File: src/hw/rtl/stxd_pkg.sv
// ----------------------------------------------------------------------------
// stxd_pkg
// Shared types, constants and helpers for the start/end byte deframer.
// ----------------------------------------------------------------------------
package stxd_pkg;

	// framing bytes
	localparam logic [7:0] START_BYTE = 8'h02;
	localparam logic [7:0] END_BYTE   = 8'h03;

	// store sizing
	localparam int BUFFER_SIZE = 16;
	localparam int STORE_DEPTH = BUFFER_SIZE - 1;
	localparam int STORE_AW    = (STORE_DEPTH > 1) ? $clog2(STORE_DEPTH) : 1;
	localparam int CNT_W       = $clog2(BUFFER_SIZE);

	// one result item
	typedef struct packed {
		logic [7:0] uid_byte;
		logic [3:0] byte_index;
		logic [3:0] frame_length;
		logic       last_of_frame;
		logic       empty_frame;
	} stxd_res_t;

	// load request from the sequencer into the output stage
	typedef struct packed {
		logic      load;
		stxd_res_t res;
	} stxd_load_t;

	// count or index narrowed or widened to a 4-bit field
	function automatic logic [3:0] to_nib(input logic [CNT_W-1:0] v);
		logic [CNT_W+3:0] t;
		t = {4'b0000, v};
		return t[3:0];
	endfunction

endpackage

File: src/hw/rtl/stxd_ram.sv
// ----------------------------------------------------------------------------
// stxd_ram
// Generic single-port-write, single-port-read RAM with registered read data.
// ----------------------------------------------------------------------------
module stxd_ram #(
	parameter int WIDTH = 8,
	parameter int DEPTH = 16,
	parameter int AW    = (DEPTH > 1) ? $clog2(DEPTH) : 1
) (
	input  logic             clk,
	input  logic             wr_en,
	input  logic [AW-1:0]    wr_addr,
	input  logic [WIDTH-1:0] wr_data,
	input  logic             rd_en,
	input  logic [AW-1:0]    rd_addr,
	output logic [WIDTH-1:0] rd_data
);

	logic [WIDTH-1:0] mem_q [DEPTH];

	// write port
	always_ff @(posedge clk) begin
		if (wr_en) begin
			mem_q[wr_addr] <= wr_data;
		end
	end

	// registered read port
	always_ff @(posedge clk) begin
		if (rd_en) begin
			rd_data <= mem_q[rd_addr];
		end
	end

endmodule

File: src/hw/rtl/stxd_outreg.sv
// ----------------------------------------------------------------------------
// stxd_outreg
// Output register of the deframer: holds one result until it is taken.
// ----------------------------------------------------------------------------
module stxd_outreg (
	input  logic                clk,
	input  logic                arst_n,
	input  stxd_pkg::stxd_load_t ld,
	output logic                free,
	output logic                m_tvalid,
	input  logic                m_tready,
	output stxd_pkg::stxd_res_t res
);
	import stxd_pkg::*;

	logic      valid_q;
	stxd_res_t res_q;

	assign free     = !valid_q || m_tready;
	assign m_tvalid = valid_q;
	assign res      = res_q;

	// valid flag
	always_ff @(posedge clk or negedge arst_n) begin
		if (!arst_n) begin
			valid_q <= 1'b0;
		end else if (ld.load) begin
			valid_q <= 1'b1;
		end else if (m_tready) begin
			valid_q <= 1'b0;
		end
	end

	// payload
	always_ff @(posedge clk) begin
		if (ld.load) begin
			res_q <= ld.res;
		end
	end

endmodule

File: src/hw/rtl/stxd_ctrl.sv
// ----------------------------------------------------------------------------
// stxd_ctrl
// Frame sequencer: tracks the open frame, fills the store and walks it out.
// ----------------------------------------------------------------------------
module stxd_ctrl (
	input  logic                          clk,
	input  logic                          arst_n,
	input  logic                          s_tvalid,
	output logic                          s_tready,
	input  logic [7:0]                    s_tdata,
	output logic                          wr_en,
	output logic [stxd_pkg::STORE_AW-1:0] wr_addr,
	output logic [7:0]                    wr_data,
	output logic                          rd_en,
	output logic [stxd_pkg::STORE_AW-1:0] rd_addr,
	input  logic [7:0]                    rd_data,
	input  logic                          out_free,
	output stxd_pkg::stxd_load_t          ld
);
	import stxd_pkg::*;

	typedef enum logic [1:0] {
		ST_IDLE,
		ST_READ,
		ST_LOAD,
		ST_EMPTY
	} state_t;

	localparam logic [CNT_W-1:0] CAP = CNT_W'(STORE_DEPTH);

	state_t           state_q;
	logic             in_frame_q;
	logic [CNT_W-1:0] count_q;
	logic [CNT_W-1:0] idx_q;
	logic             accept;
	logic             is_last;
	logic             not_full;

	assign s_tready = (state_q == ST_IDLE);
	assign accept   = s_tvalid && s_tready;
	assign is_last  = (idx_q + CNT_W'(1)) == count_q;
	assign not_full = count_q < CAP;

	// store write on a payload byte with room left
	assign wr_en   = accept && in_frame_q && not_full
		&& (s_tdata != START_BYTE) && (s_tdata != END_BYTE);
	assign wr_addr = count_q[STORE_AW-1:0];
	assign wr_data = s_tdata;

	// store read while walking out a frame
	assign rd_en   = (state_q == ST_READ);
	assign rd_addr = idx_q[STORE_AW-1:0];

	// result into the output stage
	always_comb begin
		ld = '0;
		case (state_q)
			ST_LOAD: begin
				ld.load               = out_free;
				ld.res.uid_byte       = rd_data;
				ld.res.byte_index     = to_nib(idx_q);
				ld.res.frame_length   = to_nib(count_q);
				ld.res.last_of_frame  = is_last;
				ld.res.empty_frame    = 1'b0;
			end
			ST_EMPTY: begin
				ld.load               = out_free;
				ld.res.last_of_frame  = 1'b1;
				ld.res.empty_frame    = 1'b1;
			end
			default: begin
				ld = '0;
			end
		endcase
	end

	// sequencer state and frame tracking
	always_ff @(posedge clk or negedge arst_n) begin
		if (!arst_n) begin
			state_q    <= ST_IDLE;
			in_frame_q <= 1'b0;
			count_q    <= '0;
			idx_q      <= '0;
		end else begin
			case (state_q)
				ST_IDLE: begin
					if (accept) begin
						if (s_tdata == START_BYTE) begin
							count_q    <= '0;
							in_frame_q <= 1'b1;
						end else if (s_tdata == END_BYTE) begin
							if (in_frame_q) begin
								in_frame_q <= 1'b0;
								idx_q      <= '0;
								state_q    <= (count_q == '0) ? ST_EMPTY : ST_READ;
							end
						end else if (in_frame_q) begin
							if (not_full) begin
								count_q <= count_q + CNT_W'(1);
							end else begin
								// overlong payload drops the frame
								in_frame_q <= 1'b0;
								count_q    <= '0;
							end
						end
					end
				end
				ST_READ: begin
					state_q <= ST_LOAD;
				end
				ST_LOAD: begin
					if (out_free) begin
						if (is_last) begin
							state_q <= ST_IDLE;
						end else begin
							idx_q   <= idx_q + CNT_W'(1);
							state_q <= ST_READ;
						end
					end
				end
				ST_EMPTY: begin
					if (out_free) begin
						state_q <= ST_IDLE;
					end
				end
				default: begin
					state_q <= ST_IDLE;
				end
			endcase
		end
	end

endmodule

File: src/hw/rtl/stx_etx_uid_deframer.sv
// ----------------------------------------------------------------------------
// stx_etx_uid_deframer
// Start/end byte frame decoder for identifier bytes from a serial reader.
// ----------------------------------------------------------------------------
// The slave channel takes one received byte per transfer. A 0x02 byte opens
// a frame (dropping any open one), payload bytes are stored up to 15, one
// more payload byte drops the frame, and 0x03 closes an open frame. The
// master channel then gives one transfer per stored byte, in order, with
// tlast on the final one; an empty frame gives a single transfer flagged
// empty in tuser. Bytes outside a frame give nothing.
// A closing byte starts the walk: the sequencer reads the store through its
// registered read port, passing through a read state and then a load state
// for each byte, while an empty frame goes straight to a single load state.
// The slave side is not ready while results are walked out.
// When the receiver stalls, the result waits in the output register and
// the walk holds; the next byte is taken while the last result still waits.
// Reset clears the frame state and the output valid; the store needs no
// clearing since only bytes written in the current frame are read.
// ----------------------------------------------------------------------------
module stx_etx_uid_deframer (
	input  logic        clk,
	input  logic        arst_n,
	input  logic        s_tvalid,
	output logic        s_tready,
	input  logic [7:0]  s_tdata,   // [7:0] rx_byte
	output logic        m_tvalid,
	input  logic        m_tready,
	output logic [15:0] m_tdata,   // [7:0] uid_byte, [11:8] byte_index, [15:12] frame_length
	output logic        m_tlast,   // last_of_frame
	output logic [0:0]  m_tuser    // [0] empty_frame
);
	import stxd_pkg::*;

	logic                wr_en;
	logic [STORE_AW-1:0] wr_addr;
	logic [7:0]          wr_data;
	logic                rd_en;
	logic [STORE_AW-1:0] rd_addr;
	logic [7:0]          rd_data;
	logic                out_free;
	stxd_load_t          ld;
	stxd_res_t           res;

	// frame sequencer
	stxd_ctrl u_ctrl (
		.clk      (clk),
		.arst_n   (arst_n),
		.s_tvalid (s_tvalid),
		.s_tready (s_tready),
		.s_tdata  (s_tdata),
		.wr_en    (wr_en),
		.wr_addr  (wr_addr),
		.wr_data  (wr_data),
		.rd_en    (rd_en),
		.rd_addr  (rd_addr),
		.rd_data  (rd_data),
		.out_free (out_free),
		.ld       (ld)
	);

	// payload store
	stxd_ram #(
		.WIDTH (8),
		.DEPTH (STORE_DEPTH),
		.AW    (STORE_AW)
	) u_store (
		.clk     (clk),
		.wr_en   (wr_en),
		.wr_addr (wr_addr),
		.wr_data (wr_data),
		.rd_en   (rd_en),
		.rd_addr (rd_addr),
		.rd_data (rd_data)
	);

	// output register
	stxd_outreg u_out (
		.clk      (clk),
		.arst_n   (arst_n),
		.ld       (ld),
		.free     (out_free),
		.m_tvalid (m_tvalid),
		.m_tready (m_tready),
		.res      (res)
	);

	// pack result onto the master channel
	assign m_tdata    = {res.frame_length, res.byte_index, res.uid_byte};
	assign m_tlast    = res.last_of_frame;
	assign m_tuser[0] = res.empty_frame;

endmodule

File: config.mk
export PLATFORM = sky130hd
export DESIGN_NAME = stx_etx_uid_deframer
export DESIGN_NICKNAME = d
export VERILOG_FILES = /design/src/hw/rtl/stxd_pkg.sv /design/src/hw/rtl/stxd_ram.sv /design/src/hw/rtl/stxd_outreg.sv /design/src/hw/rtl/stxd_ctrl.sv /design/src/hw/rtl/stx_etx_uid_deframer.sv
export SDC_FILE = /design/constraint.sdc
export NUM_CORES = 1
export LEC_CHECK = 0
export BUFFER_PORTS_ARGS = -buffer_cell sky130_fd_sc_hd__buf_2
export CORE_MARGIN = 4
export CORE_UTILIZATION = 43
export CTS_CLUSTER_SIZE = 14
export DETAILED_ROUTE_END_ITERATION = 8
export SYNTH_ARGS = -nofsm -noshare
export SYNTH_HDL_FRONTEND = slang
export SYNTH_SLANG_ARGS = --single-unit
File: constraint.sdc
create_clock -name clk -period 2.5 [get_ports clk]
set_input_delay 0.375 -clock clk [delete_from_list [all_inputs] [get_ports clk]]
set_output_delay 0.375 -clock clk [all_outputs]
set_load 0.03 [all_outputs]
# Word-level counts from Yosys, hierarchy flattened
# Memories as Yosys holds them, arrays and structs flattened. A register that Yosys moved wholly into a read port is not among the register bits.
# Cells that the tools add are included.
classes:
  n_addsub: 2
  n_lt_le_gt_ge: 1
  eq_ne: 16
  mux: 30
  reduce_logical: 17
ops:
  columns: ["operator", "count"]
  rows:
  - ["$mux W4", 10]
  - ["$eq A8 B2 Y1 const B", 2]
  - ["$ne A8 B2 Y1 const B", 2]
  - ["$mux W2", 7]
  - ["$ne A2 B2 Y1 const B", 7]
  - ["$mux W1", 10]
  - ["$add A4 B1 Y4 const B", 2]
  - ["$pmux W2 S4", 1]
  - ["$pmux W4 S2", 1]
  - ["$reduce_and A7 Y1", 1]
  - ["$reduce_and A6 Y1", 1]
  - ["$reduce_bool A2 Y1", 3]
  - ["$logic_and A1 B1 Y1", 5]
  - ["$eq A2 B2 Y1 const B", 2]
  - ["$eq A4 B4 Y1", 1]
  - ["$logic_not A4 Y1", 1]
  - ["$lt A4 B4 Y1 const B", 1]
  - ["$pmux W2 S2", 1]
  - ["$reduce_and A4 Y1", 1]
  - ["$eq A2 B1 Y1 const B", 1]
  - ["$logic_not A2 Y1", 1]
  - ["$ne A2 B1 Y1 const B", 1]
  - ["$reduce_and A2 Y1", 1]
  - ["$reduce_or A2 Y1", 1]
  - ["2 further kinds", 2]
word_totals:
  register_bits: 30
  mem_bits_rw: 120
  in_bits: 12
  out_inout_bits: 20
  elab_cells: 77
  n_memories: 1
mem_list:
  columns: ["name", "depth", "word_bits", "rd", "rd_clocked_by_memory_dff", "write_ports", "line_no", "text"]
  rows:
  - ["u_store.mem_q", 15, 8, 1, 1, 1, "stxd_ram.sv:19", "logic [WIDTH-1:0] mem_q [DEPTH];"]

# Depth between registers and ports, before layout
# Gate-level depths: netlist of the first run.
depth:
  depth_word: 8
  depth_mapped: 7
  mapped_depth_nobuf: 6

# By module
# From an unflattened synthesis of the first run, not the netlist that was laid out.
hier_totals:
  cells_unflattened: 360
  area_unflattened_um2: 6467.5
modules_own_cells:
  columns: ["module", "instances", "cells_each", "area_each_um2", "seq_area_each_um2"]
  rows:
  - ["stxd_ram", 1, 229, 4946.0, 3843.7]
  - ["stxd_ctrl", 1, 110, 933.4, 275.3]
  - ["stxd_outreg", 1, 21, 588.1, 565.5]

# Worst setup path before layout of the first run
# OpenSTA, ideal clock, no wires.
synth_timing:
  path_kind: "input -> register"
  from: "in s_tdata[3]"
  to: "mem u_store.mem_q[1][0], enable pin"
  setup_ns: 0.383
  arrival_ns: 1.758
  t_required_ns: 2.117
  setup_slack_ns: 0.358
  stages: 5
  path_buffers: 0
  cell_sequence: "nor2_1 and3_1 nor4_4 nand2_1 nor3_1"
synth_between:
  elab_chain_len: 5
  elab_cells_between_ends: 6
  classes_between: "eq/ne: 2; mux: 2; reduce/logical: 2"
synth_rtl:
  columns: ["element", "line_no", "text"]
  rows:
  - ["start, declared", "stx_etx_uid_deframer.sv:25", "input logic [7:0] s_tdata,"]
  - ["$ne A8 B2 Y1", "stxd_ctrl.sv:46", "&& (s_tdata != START_BYTE) && (s_tdata != END_BYTE);"]
  - ["$logic_and A1 B1 Y1", "stxd_ctrl.sv:46", null]
  - ["$logic_and A1 B1 Y1 *", "stxd_ctrl.sv:46", null]
  - ["$mux W1 *", "stxd_ram.sv:23", "if (wr_en) begin"]
  - ["$mux W1 (implied by the code) *", "stxd_ram.sv:24", "mem_q[wr_addr] <= wr_data;"]
  - ["end, declared", "stxd_ram.sv:19", null]
# Mark *: on every way between the ends. The rest lies on a longest branch, timed or not.

==> out/results.tsv, run 1 <==
stage	metric	value	unit
timing	max_slew.worst_pin.slew	0.6445	ns
drt	vias	3584	
synth	synth_flop_cell	edfxtp_1	
timing	setup_viol	0	
setup_path	critPathSlowestCell	dfrtp_1	
timing	hold_viol	0	
finish	fin_util	0.5160	
grt	track_usage	0.1739	
synth	synthTopCellsByArea	edfxtp_1, mux4_2, dfrtp_1	
synth	synth_edf_count	146	
grt	grt_max_degree	53	
synth	synth_top_cell_by_area	edfxtp_1	
grt	grt.overflow.total	0	
finish	fin_nets	470	
setup_path	critPathRequiredTime	2.64	ns
setup_path	worstSetupPathType	reg -> reg	
floorplan	die_h	130.3	um
timing	setup_tns	0	ns
setup_path	cpPeakStageDelay	0.68	ns
placement	port_buffers	31	
setup_path	arrival	2.23	ns
finish	register_area	4686	sq um
synth	synth_top_area_frac	0.6816	
floorplan	dieArea	16980	sq um
finish	fillers	1159	
clock_tree	htreeDepth	4	
clock_tree	root_buffer	clkbuf_16	
power	power.density	1048	nW/um^2
clock_tree	clockBufferDepth	2	
timing	slew_viol_final	0	
clock_tree	ctsResizeCount	0	
clock_tree	clock_sinks	158	
setup_path	critPathMaxFanout	13	
clock_tree	cts_tree	done	
grt	antenna_found_initial	0	
finish	mostFrequentLayoutCells	edfxtp_1, buf_2, buf_4, nand2_1, nor2_1	
synth	synthCells	392	
finish	final_common_cell	edfxtp_1	
clock_tree	cts-buffers-inserted	17	
synth	synth_fp_nets	409	
drt	wl	13.72	mm
placement	hpwl	9.373	mm
finish	multi_input_area	1610	sq um
setup_path	cp_num_buf_inv	0	
synth	avgSynthCellArea	16.41	sq um
power	vdd_drop_max	0.0005029	V
synth	async_flop_share	0.07595	
setup_path	path_cells	nand2b_1 -> a211oi_1 -> a311oi_1 -> a22oi_1 -> o21ai_0	
status	status	completed	
timing	fin_crit	2.090	ns
synth	yosys_warnings	0	
drt	antenna_left	0	
clock_tree	path_clk_slew	0.06	ns
synth	synth_cell_types	47	
drt	post-route-drc-count	0	
finish	n_antenna_cell	0	
floorplan	fp-row-count	44	
setup_path	critPathCaptureType	flop	
synth	syn-cell-area	6432	sq um
grt	grt_pass1_vias	3534	
finish	area_growth	17.02	%
floorplan	core-area	14590	sq um
drt	wl_per_cell	21.18	um
grt	grt_first_pass_wirelength	21.11	mm
run	drv_cap	0	
timing	finalCritPeriodShare	0.8361	
floorplan	ios	32	
timing	timing.slew.headroom	0.5688	
synth	ys_seq_elements	158	
timing	rsz0062_at_grt	false	
drt	dr.pass1.iters	7	
hold_path	hp-class	in -> reg	
drt	drtIter0Drc	315	
finish	drive_gt1_frac	0.2392	
drt	vias_per_cell	5.531	
placement	gp_congestion	0.8009	
timing	fin_worst_skew	0.006092	ns
timing	max_freq	478.4	MHz
setup_path	crit_family	compound AO/OA/AOI/OAI gates	
floorplan	die_x	130.3	um
clock_tree	insertion_delay	0.42	ns
synth	ys_seq_area_frac	0.7283	
setup_path	start_kind	flop	
floorplan	start_util	0.4409	
power	p_leak	2.640	nW
-- stage by stage --
step | setup slack, ns | power [mW] | hold slack, ns | instances | area, sq um
3_5_place_dp | 0.3202 | 5.500 | 0.2725 | 617 | 6960
3_3_place_gp | 0.3313 | 5.481 | 0.2678 | 617 | 6960
2_1_floorplan | 0.3583 | 4.900 | 0.07941 | 392 | 6432
4_1_cts | 0.4117 | 7.962 | 0.2053 | 648 | 7527
6_report | 0.4098 | 7.891 | 0.2191 | 648 | 7527
5_1_grt | 0.2929 | 8.292 | 0.1994 | 648 | 7527
-- synth_stat cells (3+ instances only) --
cell type	count
ha_1	5
mux4_2	16
nor2b_1	10
buf_2	5
edfxtp_1	146
and2_1	18
a31oi_1	4
o21ai_0	17
nand3_1	3
xnor2_1	5
nor2_1	19
a211oi_1	8
inv_1	7
nand2_1	21
a311oi_1	8
a21oi_1	12
dfrtp_1	12
nor3_1	5
a22oi_1	8
mux2i_1	16
clkbuf_1	12
nand2b_1	5
-- kinds of logic (layout without fill, tap and decap cells) --
group,after synthesis,after routing,share of synthesized area
adder cells (fa/ha/maj),5,5,0.009726
XOR/XNOR,6,6,0.008170
buffers and inverters,29,101,0.02139
AND/OR/NAND/NOR,92,92,0.07858
flip-flops,158,158,0.7283
multiplexers,33,33,0.08267
AO/OA/AOI/OAI,69,69,0.07120
-- where the power goes --
part,internal [mW],switching [mW]
registers,3.19,0.150
logic,0.802,1.30
clock network,1.53,0.929
total,5.52,2.37
-- cell type report --
class / count / area share
clock inverters: 12 / 0.01695
clock buffers: 18 / 0.05701
repair buffers: 64 / 0.05552
well taps: 184 / 0.03059
multi-input cells: 205 / 0.2139
inverters: 7 / 0.003491
flip-flops and latches: 158 / 0.6225
-- what timing repair did --
action                                 CTS  global route
buffers inserted                         0             0
hold buffers                             1             0
endpoints found under the hold margin   12             0
-- sequential cells by signal, summed over array words and instances, names as in the netlist --
name / cells
u_out.m_tvalid: 1
u_ctrl.in_frame_q: 1
u_ctrl.wr_addr: 4
u_store.mem_q: 120
u_ctrl.rd_addr: 4
u_store.rd_data: 8
u_ctrl.state_q: 2
u_out.res: 18
-- per-layer routing --
layer  vias to the layer above  part of all wire  routed length (um)  global-route usage
met5                         -                 0                   0                   0
met4                         0             0.015                 206             0.05623
met3                        19             0.074                1009             0.04257
met2                       153              0.49                6760              0.2846
met1                      1772              0.42                5744              0.2302
li1                       1640                 -                   -                   -
-- final timing paths --
check	startpoint	to	slack (ns)	cells after the start
max	u_ctrl.rd_addr[2]$_DFFE_PN0P_	u_store.rd_data[6]$_DFFE_PP_	0.41	5
min	s_tdata[5]	u_store.mem_q[0][5]$_DFFE_PP_	0.22	1
max reg2reg	u_ctrl.rd_addr[2]$_DFFE_PN0P_	u_store.rd_data[6]$_DFFE_PP_	0.41	5
min reg2reg	u_store.rd_data[1]$_DFFE_PP_	u_out.res[11]$_SDFFCE_PN0P_	0.51	1
max in group asynchronous	arst_n	u_ctrl.rd_addr[0]$_DFFE_PN0P_	1.88	2
min in group asynchronous	arst_n	u_out.m_tvalid$_DFFE_PN0P_	0.38	2
-- worst reg2reg max path, stage by stage, from the launching register on --
cell and delay, ns:
dfrtp_1 0.68, nand2b_1 0.33, a211oi_1 0.29, a311oi_1 0.12
a22oi_1 0.23, o21ai_0 0.16
(Power assumes the default switching activity.)
==> inputs of run 2 (changes only) <==
- clock period: 2.5 -> 2.1 ns (I/O delays scaled with it)
==> out/results.tsv, run 2 (synthesis gave the netlist of run 1 again) <==
stage	metric	value	unit	change
finish	area_growth	18.73	%	
clock_tree	ctsResizeCount	0		unchanged
floorplan	die_h	130.3	um	unchanged
timing	max_freq	507.9	MHz	+6.2%
clock_tree	insertion_delay	0.42	ns	about the same
drt	wl_per_cell	21.25	um	+0.37%
drt	dr.pass1.iters	5		-2
power	power.density	1248	nW/um^2	+19%
power	vdd_drop_max	0.0007803	V	+55%
setup_path	cpPeakStageDelay	0.48	ns	-0.20 ns
setup_path	path_cells	ha_1 -> xor2_1 -> nor2_1 -> nand4_2 -> and3_4 -> a221o_1		
clock_tree	root_buffer	clkbuf_16		
grt	grt.overflow.total	0		unchanged
run	drv_cap	0		unchanged
setup_path	start_kind	flop		
finish	mostFrequentLayoutCells	edfxtp_1, buf_4, buf_2, nand2_1, nor2_1		
clock_tree	clockBufferDepth	2		unchanged
setup_path	worstReg2RegStart	u_ctrl.rd_addr[0]$_DFFE_PN0P_		
timing	timing.slew.headroom	0.5952		+0.02639
grt	grt_max_degree	43		-19%
floorplan	core-area	14590	sq um	unchanged
timing	fin_crit	1.969	ns	-0.1215 ns
grt	antenna_found_initial	0		unchanged
hold_path	hp-start	m_tready		
placement	port_buffers	31		unchanged
hold_path	hp-class	in -> reg		
finish	fin_nets	483		+2.8%
setup_path	worstSetupPathType	reg -> reg		
clock_tree	path_clk_slew	0.06	ns	about the same
setup_path	arrival	2.27	ns	+0.04 ns
placement	gp_congestion	0.8019		+0.12%
timing	setup_tns	0	ns	unchanged
power	p_leak	2.701	nW	+2.3%
placement	hpwl	9.601	mm	+2.4%
finish	top_register	u_store.mem_q		
clock_tree	htreeDepth	4		unchanged
clock_tree	cts_tree	done		
timing	final.setup.worst_slack	0.1313	ns	-0.2785 ns
floorplan	fp-row-count	44		unchanged
status	status	completed		
grt	grt_pass1_vias	3678		+4.1%
floorplan	dieArea	16980	sq um	unchanged
clock_tree	clock_sinks	158		unchanged
finish	largest_reg_flops	120		unchanged
drt	vias	3637		+1.5%
drt	wl	14.09	mm	+2.7%
timing	slew_viol_final	0		unchanged
drt	antenna_left	0		unchanged
timing	max_slew.worst_pin.slew	0.6032	ns	-0.04129 ns
timing	rsz0062_at_grt	false		
setup_path	critPathLaunch	u_ctrl.rd_addr[0]$_DFFE_PN0P_		
setup_path	critPathSlowestCell	dfrtp_2		
finish	n_antenna_cell	0		unchanged
grt	track_usage	0.1801		+0.006166
timing	fin_worst_skew	0.005601	ns	-0.0004910 ns
setup_path	critPathRequiredTime	2.40	ns	-0.24 ns
setup_path	critPathMaxFanout	8		-5
floorplan	die_x	130.3	um	unchanged
drt	vias_per_cell	5.486		-0.82%
drt	drtIter0Drc	330		+4.8%
drt	post-route-drc-count	0		unchanged
setup_path	critPathCaptureType	flop		
finish	final_common_cell	edfxtp_1		
timing	finalCritPeriodShare	0.9375		+0.1014
timing	hold_viol	0		unchanged
setup_path	cp_num_buf_inv	0		unchanged
finish	drive_gt1_frac	0.2693		+0.03009
grt	grt_first_pass_wirelength	21.84	mm	+3.5%
timing	setup_viol	0		unchanged
placement	pre_cts_ws	0.1206	ns	-0.1996 ns
setup_path	crit_family	simple AND/OR/NAND/NOR gates		
clock_tree	cts-buffers-inserted	17		unchanged
floorplan	start_util	0.4409		unchanged
floorplan	ios	32		unchanged
==> run 2: cell count changes in the layout (fill, tap and decap cells not counted), sizes merged <==
| cell | delta |
|---|---|
| clkinvlp | +3 |
| clkbuf | +1 |
| buf | +13 |
| clkinv | -1 |
| bufinv | -1 |
==> run 2: worst paths after layout <==
| path | to | slack [ns] | depth (start not counted) |
|---|---|---|---|
| max | u_ctrl.rd_addr[3]$_DFFE_PN0P_ | 0.13 | 6 |
| min | u_out.m_tvalid$_DFFE_PN0P_ | 0.23 | 3 |
| max reg2reg | u_ctrl.rd_addr[3]$_DFFE_PN0P_ | 0.13 | 6 |
| min reg2reg | u_out.res[16]$_SDFFCE_PN0P_ | 0.52 | 1 |
| max in group asynchronous | u_ctrl.rd_addr[0]$_DFFE_PN0P_ | 1.55 | 2 |
| min in group asynchronous | u_ctrl.state_q[0]$_DFFE_PN0P_ | 0.31 | 2 |
==> run 2: final cells by class <==
| cell class | count | area (sq um) |
|---|---|---|
| clock buffers | 19 | 432.9 |
| clock inverters | 13 | 123.9 |
| fillers | 1188 | 6952 |
| inverters | 7 | 26.28 |
| multi-input cells | 205 | 1610 |
| flip-flops and latches | 158 | 4686 |
| well taps | 184 | 230.2 |
| repair buffers | 77 | 528.0 |
==> run 2: where the power goes <==
part,internal [mW],switching [mW],leakage [nW]
Combinational,1.07,1.60,0.956
Clock,1.73,1.17,0.267
Sequential,3.79,0.177,1.48
==> run 2: worst register-to-register path, delay by kind of cell (launching register included) <==
family	cells	cell delay, ns
AO/OA/AOI/OAI	1	0.28
XOR/XNOR	1	0.18
adder cells (fa/ha/maj)	1	0.35
flip-flops	1	0.48
AND/OR/NAND/NOR	3	0.56
==> run 2: routing by layer <==
metal | track usage | part of all wire
met5 | 0 | 0
met1 | 0.2525 | 0.45
met2 | 0.2752 | 0.48
met4 | 0.06846 | 0.017
met3 | 0.04257 | 0.059
==> run 2: per-stage QoR <==
stage | instance area [sq um] | power (mW) | utilization | instances | hold slack [ns]
3_3_place_gp | 7071 | 6.674 | 0.4846 | 630 | 0.2147
5_1_grt | 7637 | 10.01 | 0.5235 | 663 | 0.2611
2_1_floorplan | 6432 | 5.833 | - | 392 | 0.01941
3_5_place_dp | 7071 | 6.715 | 0.4846 | 630 | 0.2151
6_report | 7637 | 9.535 | 0.5235 | 663 | 0.2334
4_1_cts | 7637 | 9.612 | 0.5235 | 663 | 0.2155
==> run 2: timing repair <==
| item | 4_1_cts | 5_1_grt |
|---|---|---|
| hold buffers | 1 | 0 |
| endpoints found under the hold margin | 12 | 0 |
| setup buffers | 0 | 0 |
==> inputs of run 3 (changes only) <==
- SETUP_SLACK_MARGIN: default -> 0.5
==> out/results.tsv, run 3 (synthesis gave the netlist of run 1 again) <==
stage	metric	value	unit	change
clock_tree	cts-buffers-inserted	17		unchanged
clock_tree	clock_sinks	158		unchanged
clock_tree	htreeDepth	4		unchanged
drt	antenna_left	0		unchanged
setup_path	arrival	2.02	ns	-0.25 ns
power	vdd_drop_max	0.0005887	V	-25%
drt	wl_per_cell	21.67	um	+2.0%
timing	fin_crit	1.862	ns	-0.1066 ns
timing	setup_viol	0		unchanged
setup_path	path_cells	buf_6 -> buf_16 -> mux2i_1 -> a311oi_1 -> buf_4 -> a22oi_2 -> o21ai_1		
placement	dpl.cell_count	631		+0.16%
setup_path	critPathRequiredTime	2.26	ns	-0.14 ns
power	power.density	1261	nW/um^2	+0.98%
timing	max_slew.worst_pin.slew	0.3939	ns	-0.2093 ns
hold_path	hp-class	in -> reg		
floorplan	die_h	130.3	um	unchanged
timing	fin_worst_skew	0.009699	ns	+0.004099 ns
timing	hold_viol	0		unchanged
finish	largest_reg_flops	120		unchanged
floorplan	die_x	130.3	um	unchanged
floorplan	ios	32		unchanged
drt	wl	14.74	mm	+4.6%
drt	post-route-drc-count	0		unchanged
placement	hpwl	9.428	mm	-1.8%
clock_tree	path_clk_slew	0.06	ns	about the same
drt	dr.pass1.iters	5		unchanged
grt	grt.overflow.total	0		unchanged
timing	setup_tns	0	ns	unchanged
timing	slew_viol_final	0		unchanged
grt	antenna_found_initial	0		unchanged
placement	port_buffers	31		unchanged
timing	max_freq	537.0	MHz	+5.7%
setup_path	critPathMaxFanout	6		-2
timing	rsz0062_at_grt	true		
floorplan	fp-row-count	44		unchanged
setup_path	cpPeakStageDelay	0.54	ns	+0.06 ns
grt	grt_pass1_vias	3629		-1.3%
drt	drtIter0Drc	348		+5.5%
clock_tree	cts_tree	done		
run	drv_cap	0		unchanged
finish	fin_nets	502		+3.9%
clock_tree	insertion_delay	0.42	ns	about the same
status	status	completed		
grt	grt_max_degree	41		-4.7%
timing	timing.slew.headroom	0.7374		+0.1422
timing	finalCritPeriodShare	0.8867		-0.05074
placement	gp_congestion	0.8272		+3.2%
floorplan	start_util	0.4409		unchanged
finish	top_register	u_store.mem_q		
finish	final_cells	680		+2.6%
floorplan	dieArea	16980	sq um	unchanged
floorplan	core-area	14590	sq um	unchanged
power	p_leak	2.933	nW	+8.6%
setup_path	critPathSlowestCell	dfrtp_2		
finish	final_common_cell	edfxtp_1		
clock_tree	root_buffer	clkbuf_16		
setup_path	start_kind	flop		
finish	area_growth	31.90	%	
finish	drive_gt1_frac	0.4234		+0.1541
drt	vias_per_cell	5.550		+1.2%
grt	grt_first_pass_wirelength	21.58	mm	-1.2%
finish	mostFrequentLayoutCells	edfxtp_1, buf_4, buf_2, clkbuf_16		
drt	vias	3774		+3.8%
setup_path	worstSetupPathType	reg -> reg		
setup_path	critPathCaptureType	flop		
finish	n_antenna_cell	0		unchanged
clock_tree	clockBufferDepth	2		unchanged
grt	track_usage	0.1786		-0.001505
[run 3: cell types whose count changed in the layout (fill, tap and decap cells not counted), moves of 7 or more]
cell	previous run	this run
a22oi_1	8	1
buf_4	43	34
nor2_1	19	6
o21ai_0	17	9
buf_6	0	18
nor2_4	0	11
a22oi_2	0	7
[run 3: path summary, 6_finish.rpt]
check	to	startpoint	cells past startpoint	slack (ns)
worst max-delay path	u_store.rd_data[6]$_DFFE_PP_	u_ctrl.rd_addr[0]$_DFFE_PN0P_	7	0.24
worst min-delay path	u_out.m_tvalid$_DFFE_PN0P_	m_tready	3	0.22
worst max register to register	u_store.rd_data[6]$_DFFE_PP_	u_ctrl.rd_addr[0]$_DFFE_PN0P_	7	0.24
worst min register to register	u_out.res[10]$_SDFFCE_PN0P_	u_store.rd_data[0]$_DFFE_PP_	1	0.52
max in group asynchronous	u_ctrl.rd_addr[1]$_DFFE_PN0P_	arst_n	2	1.53
min in group asynchronous	u_ctrl.rd_addr[0]$_DFFE_PN0P_	arst_n	2	0.32
[run 3: per-layer routing]
layer	part of all wire	wire, um	global-route usage	up-vias
met1	0.43	6355	0.2457	1921
met4	0.0083	123	0.04034	0
met2	0.50	7384	0.2864	130
met5	0	0	0	-
met3	0.059	874	0.04912	11
li1	-	-	-	1712
[run 3: cell type report]
class	count	area (sq um)
Fill cell	1067	6105
Clock buffer	17	425.4
Multi-Input combinational cell	205	2043
Sequential cell	158	4688
Inverter	7	26.28
Clock inverter	13	172.7
Timing Repair Buffer	96	898.4
Tap cell	184	230.2
[run 3: worst max-delay path, delay by kind of cell (launching register included)]
| kind | cells | cell delay, ns |
|---|---|---|
| mux | 1 | 0.23 |
| flops | 1 | 0.54 |
| compound gates | 3 | 0.36 |
| buf+inv | 3 | 0.49 |
[run 3: stage by stage]
step / hold slack, ns / setup WS (ns) / total power, mW / utilization / instance area (sq um)
floorplan: 0.01941 / 0.3355 / 5.928 / - / 6556
CTS: 0.2030 / 0.2257 / 10.22 / 0.5555 / 8104
global placement: 0.2217 / 0.06893 / 6.738 / 0.4932 / 7196
detailed placement: 0.2280 / 0.03462 / 6.768 / 0.4932 / 7196
global route: 0.2224 / 0.1580 / 11.15 / 0.5816 / 8484
finish: 0.2209 / 0.2379 / 10.70 / 0.5816 / 8484
[run 3: timing repair]
item,in CTS,in global routing
gates resized for setup,34,58
setup buffers,9,5
endpoints found under the hold margin,12,0
hold buffers,1,0
pin swaps,8,21
cloned,2,2
setup endpoints to repair,137,114
[run 3: where the power goes]
group	internal, mW	leakage (nW)	switching [mW]
Clock	1.96	0.294	1.16
Combinational	1.65	1.16	1.97
Sequential	3.80	1.48	0.162
